===== config.mk =====
export PLATFORM = sky130hd
export DESIGN_NAME = pmpt_tile
export DESIGN_NICKNAME = d
export VERILOG_FILES = /design/src/sv/pmpt_pkg.sv /design/src/sv/pmpt_tile.sv
export SDC_FILE = /design/constraint.sdc
export NUM_CORES = 1
export LEC_CHECK = 0
export BUFFER_PORTS_ARGS = -buffer_cell sky130_fd_sc_hd__buf_2
export CORE_MARGIN = 2
export CORE_UTILIZATION = 65
export CTS_BUF_LIST = sky130_fd_sc_hd__clkbuf_4 sky130_fd_sc_hd__clkbuf_8 sky130_fd_sc_hd__clkbuf_16
export DETAILED_ROUTE_END_ITERATION = 8
export PLACE_DENSITY = 0.82
export SYNTH_ARGS = -nofsm -noshare
export SYNTH_HDL_FRONTEND = slang
export SYNTH_SLANG_ARGS = --single-unit

===== constraint.sdc =====
create_clock -name clk -period 9.72 [get_ports clk]
set_input_delay 0.486 -clock clk [delete_from_list [all_inputs] [get_ports clk]]
set_output_delay 0.486 -clock clk [all_outputs]
set_load 0.03 [all_outputs]

===== src/sv/pmpt_pkg.sv =====
// Shared types and constants for the palette-matching planar tile encoder.
// No dependencies.
`timescale 1ns / 1ps

package pmpt_pkg;

	localparam int PALETTE_ENTRIES_DEF = 256;
	localparam int CODE_W = 8;
	localparam int RGB_W = 24;
	localparam int ENTRY_W = 8;

	localparam logic FUNC_PALETTE = 1'b0;
	localparam logic FUNC_PIXEL = 1'b1;

	// Code for one pixel, handed from the search unit to the tile buffer
	typedef struct packed {
		logic done;
		logic [CODE_W-1:0] code;
	} pmpt_code_t;

endpackage


===== src/sv/pmpt_tile.sv =====
// Tile buffer memory (eight rows of eight codes) and the bitplane emitter
// with its output register. Depends on pmpt_pkg.
`timescale 1ns / 1ps

module pmpt_tile (
	input  logic clk,
	input  logic arst_n,
	input  pmpt_pkg::pmpt_code_t code_in,
	input  logic out_stall,
	output logic out_valid,
	output logic [7:0] plane_byte,
	output logic tile_last,
	output logic done
);
	import pmpt_pkg::*;

	localparam int ROW_W = 8 * CODE_W;

	typedef enum logic [1:0] {E_IDLE, E_READ, E_P0, E_P1} emit_st_t;

	logic [ROW_W-1:0] tile_mem [8];
	logic [ROW_W-1:0] row_q, row_wr, rd_row_q;
	logic [5:0] cnt_q;
	logic [2:0] y_q;
	logic [1:0] g_q;
	emit_st_t st_q;
	logic ov_q, last_q, done_q;
	logic [7:0] byte_q;
	logic out_free, row_we, end_tile;

	function automatic logic [7:0] plane_bits(input logic [ROW_W-1:0] row,
		input logic [2:0] plane);
		logic [7:0] b;
		for (int x = 0; x < 8; x++) begin
			b[7-x] = row[x*CODE_W + int'(plane)];
		end
		return b;
	endfunction

	assign out_free = !ov_q || !out_stall;
	assign row_we = code_in.done && (cnt_q[2:0] == 3'd7);
	assign end_tile = (g_q == 2'd3) && (y_q == 3'd7);
	assign out_valid = ov_q;
	assign plane_byte = byte_q;
	assign tile_last = last_q;
	assign done = done_q;

	always_comb begin
		row_wr = row_q;
		row_wr[int'(cnt_q[2:0])*CODE_W +: CODE_W] = code_in.code;
	end

	always_ff @(posedge clk) begin
		if (code_in.done) begin
			row_q <= row_wr;
		end
		if (row_we) begin
			tile_mem[cnt_q[5:3]] <= row_wr;
		end
		rd_row_q <= tile_mem[y_q];
	end

	always_ff @(posedge clk or negedge arst_n) begin
		if (!arst_n) begin
			st_q <= E_IDLE;
			cnt_q <= '0;
			y_q <= '0;
			g_q <= '0;
			ov_q <= 1'b0;
			last_q <= 1'b0;
			byte_q <= '0;
			done_q <= 1'b0;
		end else begin
			done_q <= 1'b0;
			if (ov_q && !out_stall) begin
				ov_q <= 1'b0;
			end
			unique case (st_q)
				E_IDLE: begin
					if (code_in.done) begin
						cnt_q <= cnt_q + 1'b1;
						if (cnt_q == 6'd63) begin
							st_q <= E_READ;
							y_q <= '0;
							g_q <= '0;
						end else begin
							done_q <= 1'b1;
						end
					end
				end
				E_READ: begin
					st_q <= E_P0;
				end
				E_P0: begin
					if (out_free) begin
						ov_q <= 1'b1;
						byte_q <= plane_bits(rd_row_q, {g_q, 1'b0});
						last_q <= 1'b0;
						st_q <= E_P1;
					end
				end
				E_P1: begin
					if (out_free) begin
						ov_q <= 1'b1;
						byte_q <= plane_bits(rd_row_q, {g_q, 1'b1});
						last_q <= end_tile;
						if (end_tile) begin
							st_q <= E_IDLE;
							done_q <= 1'b1;
						end else begin
							st_q <= E_READ;
							y_q <= y_q + 1'b1;
							if (y_q == 3'd7) begin
								g_q <= g_q + 1'b1;
							end
						end
					end
				end
				default: st_q <= E_IDLE;
			endcase
		end
	end

endmodule


Word level (Yosys, flattened, before mapping)
Memories as Yosys holds them, arrays and structs flattened. A register that Yosys moved wholly into a read port is not among the register bits.
Index checks and enable logic that the tools add are counted.
{"block": "totals", "regBits": 88, "mem_bits_rw": 512, "inputBits": 12, "output_inout_bits": 11, "n_memories": 1}
{"memory": "tile_mem", "words": 8, "width": 64, "rd": 1, "rd_ports_with_merged_regs": 1, "wr": 1, "line_no": "pmpt_tile.sv:21", "source": "logic [ROW_W-1:0] tile_mem [8];"}
{"block": "classes", "addsub": 18, "magnitude_cmp": 16, "eq_ne": 13, "shifts": 2, "mux": 80, "reduce_logical": 15}
{"operator": "binary-select mux 1 bit (select 6 bit)", "n": 14}
{"operator": "bitwise mux 64 bit", "n": 1}
{"operator": "variable shift 8 x 33 -> 64 bit (first input constant)", "n": 1}
{"operator": "variable part select 8 x 33 -> 64 bit", "n": 1}
{"operator": "adder 6 x 3 -> 7 bit (first input constant)", "n": 8}
{"operator": "< comparator 7 bit (second input constant)", "n": 8}
{"operator": "2-to-1 mux 1 bit", "n": 42}
{"operator": "negator 6 -> 33 bit", "n": 1}
{"operator": "< comparator 6 x 7 -> 1 bit (second input constant)", "n": 4}
{"operator": "adder 5 x 3 -> 6 bit (first input constant)", "n": 4}
{"operator": "2-to-1 mux 2 bit", "n": 9}
{"operator": "2-to-1 mux 8 bit", "n": 2}
{"operator": "case mux 8 bit (2 select lines)", "n": 1}
{"operator": "< comparator 3 x 7 -> 1 bit (second input constant)", "n": 2}
{"operator": "< comparator 5 x 7 -> 1 bit (second input constant)", "n": 2}
{"operator": "2-to-1 mux 3 bit", "n": 4}
{"operator": "inequality test 2 bit (second input constant)", "n": 6}
{"operator": "adder 4 x 3 -> 5 bit (first input constant)", "n": 2}
{"operator": "case mux 2 bit (4 select lines)", "n": 1}
{"operator": "adder 6 x 1 -> 6 bit (second input constant)", "n": 1}
{"operator": "== test 2 bit (second input constant)", "n": 3}
{"operator": "== test 3 bit (second input constant)", "n": 2}
{"operator": "== test 6 bit (second input constant)", "n": 1}
{"operator": "case mux 3 bit (2 select lines)", "n": 1}
{"operator": "other kinds (17)", "n": 23}

Logic depth before layout (Yosys ltp)
{"block": "logic_depth", "depth_word": 6, "mapped_depth": 9}

Worst setup path before layout
No wires, ideal clock.
{"block": "synth_timing", "kind": "register to register", "start": "register cnt_q[1]", "end": "memory tile_mem[0][0] (netlist bit) (enable)", "arrival_ns": 5.204, "slack_ns": 3.952, "stages_incl_launch_ff": 5, "n_path_buf": 0, "cell_sequence": "dfrtp_1 -> ha_1 -> ha_1 -> nand3b_1 -> nor3_1"}
{"block": "synth_via", "elab_chain_cells": 4}
{"item": "start, declared", "line_no": "pmpt_tile.sv:23", "source": "logic [5:0] cnt_q;"}
{"item": "start signal, assigned", "line_no": "pmpt_tile.sv:81", "source": "cnt_q <= cnt_q + 1'b1;"}
{"item": "== test 3 bit", "line_no": "pmpt_tile.sv:41", "source": "assign row_we = code_in.done && (cnt_q[2:0] == 3'd7);"}
{"item": "logical AND 1 bit", "line_no": "pmpt_tile.sv:41"}
{"item": "2-to-1 mux 1 bit", "line_no": "pmpt_tile.sv:57", "source": "if (row_we) begin"}
{"item": "2-to-1 mux 1 bit (implied by the code)", "line_no": "pmpt_tile.sv:58", "source": "tile_mem[cnt_q[5:3]] <= row_wr;"}
{"item": "end, declared", "line_no": "pmpt_tile.sv:21"}
Every way passes these cells.

Final worst setup path
{"block": "layout_timing", "start": "register cnt_q[0]", "end": "memory tile_mem[0][12] (netlist bit), data pin"}
{"block": "layout_via", "elab_chain_cells": 3}
{"item": "negator 6 -> 33 bit *", "line_no": "pmpt_tile.sv:50", "source": "row_wr[int'(cnt_q[2:0])*CODE_W +: CODE_W] = code_in.code;"}
{"item": "variable part select 8 x 33 -> 64 bit / variable shift 8 x 33 -> 64 bit (equally long branches)", "line_no": "pmpt_tile.sv:50"}
{"item": "bitwise mux 64 bit *", "line_no": "pmpt_tile.sv:50"}
{"item": "named net row_wr[12]", "line_no": "pmpt_tile.sv:22", "source": "logic [ROW_W-1:0] row_q, row_wr, rd_row_q;"}
Mark *: on every way through the listed nets, which the timed path passes. The rest lies on a longest branch.

==> summary.txt <==
Leakage - 9.36 nW
Reg area - 19200 um^2
EDFF count, synth - 576
Worst Path Arrival - 3.81 ns
Fin crit period - 3.54 ns
Net count after synthesis - 1352
Peak VDD IR - 0.200 mV
Area growth syn-to-layout - 11.8%
CP Depth - 6
Initial antenna violation count - 2
Ordered cell list for the critical path - inv_1 > ha_1 > ha_1 > nor2b_1 > nand3_1 > o21ai_0
Post-synth top flop - edfxtp_1
Crit path max-delay family - compound AO/OA/AOI/OAI gates
DRC violations left - 0
Total CTS buffers - 61
Crit-path most repeated cell - ha_1
Final-stage net count - 1400
Htree depth - 2
Root buffer selected by CTS - clkbuf_16
Seq/Total Area, Yosys - 0.768
Global-route usage over all layers - 0.278
Core footprint - 37800 um^2
Post-layout util - 0.740
First DRT Iteration DRCs - 1396
Post-route cell area - 27900 um^2
Fill count - 1982
Worst EP required - 9.99 ns
Count leader, synth - edfxtp_1
Antenna Nets Post-Route - 0
TritonCTS clock tree - done
Post-synth cell types - 36
Clock Tree Buf Depth - 3
Post-synth top cells - edfxtp_1, nand2_1, mux4_2
Worst Hold Depth - 3
I/O Buffers - 22
Via count - 12594
Die W - 200 um
DRT Pass-1 Iters - 5
Final Hold Slack - 0.195 ns
Setup crit end kind - register
CP Launch Type - register
Mean area per synthesized cell - 18.8 um^2
Clk_skew - 0.0110 ns
First-pass GRT wire length - 79.4 mm
Worst hold path class - input pin to register
# setup viols final - 0
Status - finished clean
Final cycle utilization of the critical path - 0.364
Synth top area share - 0.693
Ys async rst share - 0.0361
Starting Density - 0.661
Worst path max stage delay - 0.96 ns
Top cells by area, synth - edfxtp_1, mux4_2, dfxtp_1
Setup Fix Bufs, Post-CTS - 0
Yosys warns - 0
Die span in y - 200 um
Largest area contributor in the synthesized netlist - edfxtp_1
CTS resizes - 0
Die Area - 40000 um^2
Mapped Area - 25000 um^2
CTS sink count - 664
Cells after Synth - 1329
PnR worst setup slack - 6.18 ns
Fin. Hold Viols - 0
Clk_lat worst skew - 0.60 ns
Power per cell area - 305 nW/um^2
F_max - 282 MHz
Final HPWL DP - 26.9 mm
Reg clk slew, reported paths - 0.07 ns
Global route overflow - 0
Vias in the first global route - 12873
# hold bufs at CTS - 1
Worst Path Buf+Inv - 1
Placer congestion estimate - 0.772
Layout cells sized above 1 - 0.232
Crit path max-delay cell type - o21ai_0
Slew @ Worst Pin - 1.23 ns
Drt total wl - 52.7 mm
Max-cap violations - 0
Max FO, Critical Path - 16
Slew margin rel. - 0.171
Routed vias/inst - 6.49
Drt wl/cell - 27.2 um
Placed Area - 25700 um^2
Area taken by multi-input logic gates - 5560 um^2
Place WS - 6.46 ns
RSZ-0062 raised after global routing - no
Crit Path Class - register to register
Setup TNS - 0 ns
Row cnt - 71
Final Slew Violations - 0
Num ports - 23
Synth Register Bits - 664
Reg2reg path depth - 6
Largest net degree at the start of global routing - 65
==> metrics by stage <==
stage                     instances  power, mW
final                          1941       8.50
after floorplan                1329       5.33
after global placement         1824       5.82
after global routing           1940       8.82
after CTS                      1940       8.52
after detailed placement       1824       5.92
==> layout make-up <==
cell class              instances  share of cell area
flip-flops and latches        664               0.687
inverters                       7            0.000941
clock inverters                35              0.0167
diodes                          1           0.0000896
well taps                     511              0.0229
clock buffers                  80              0.0628
repair buffers                 45              0.0103
multi-input cells             598               0.199
==> layer usage <==
layer,routed length [um],global-route usage
met1,19900,0.383
met2,26000,0.451
met3,4750,0.0519
met4,2120,0.112
met5,0,0
==> tightest hold or removal path, delay by kind of cell <==
family                 cells  cell delay, ns
buffers and inverters      1            0.09
AND/OR/NAND/NOR            2            0.19
==> state kept, by name, indices dropped and copies added (netlist names) <==
register / count
tile_mem: 512
plane_byte: 8
done: 1
row_q: 64
rd_row_q: 64
cnt_q: 6
tile_last: 1
out_valid: 1
st_q: 2
y_q: 3
g_q: 2
==> kinds of logic after synthesis <==
logic type / after synthesis / share of synthesized area
AOI/OAI and AO/OA: 70 / 0.0166
xor gates and xnor gates: 4 / 0.00140
and+or+nand+nor: 315 / 0.0510
DFF: 664 / 0.768
muxes: 198 / 0.145
buffers and inverters: 67 / 0.0120
adders and majority gates: 11 / 0.00551
==> final timing paths <==
check,slack (ns),from,to
worst min-delay path,0.20,out_stall,out_valid
max in group asynchronous,8.70,arst_n,y_q[0]
worst max register to register,6.18,cnt_q[0],tile_mem[0][12]
worst min register to register,0.48,tile_last,tile_last
min in group asynchronous,0.48,arst_n,plane_byte[7]
worst max-delay path,6.18,cnt_q[0],tile_mem[0][12]
==> cell usage in the layout (no fill, tap or decap), drive strengths merged, types with 4 or more instances in the layout <==
cell type and instances:
nor2b 6, a22oi 16, o21ai 45, ha 11, bufinv 11, mux2i 34, clkinv 19, nor2 16
clkbuf 80, edfxtp 576, mux2 36, nand4 4, dfxtp 64, nand2 260, and2 11, buf 44
mux4 128, nand3 9, dfrtp 24, inv 9
==> report_power, final <==
group | leakage [nW] | internal (mW) | switching [mW]
sequential | 6.09 | 3.82 | 0.193
combinational | 2.18 | 0.693 | 1.22
clock | 1.10 | 1.56 | 1.01
No activity file was read; power rests on OpenSTA's default activity.
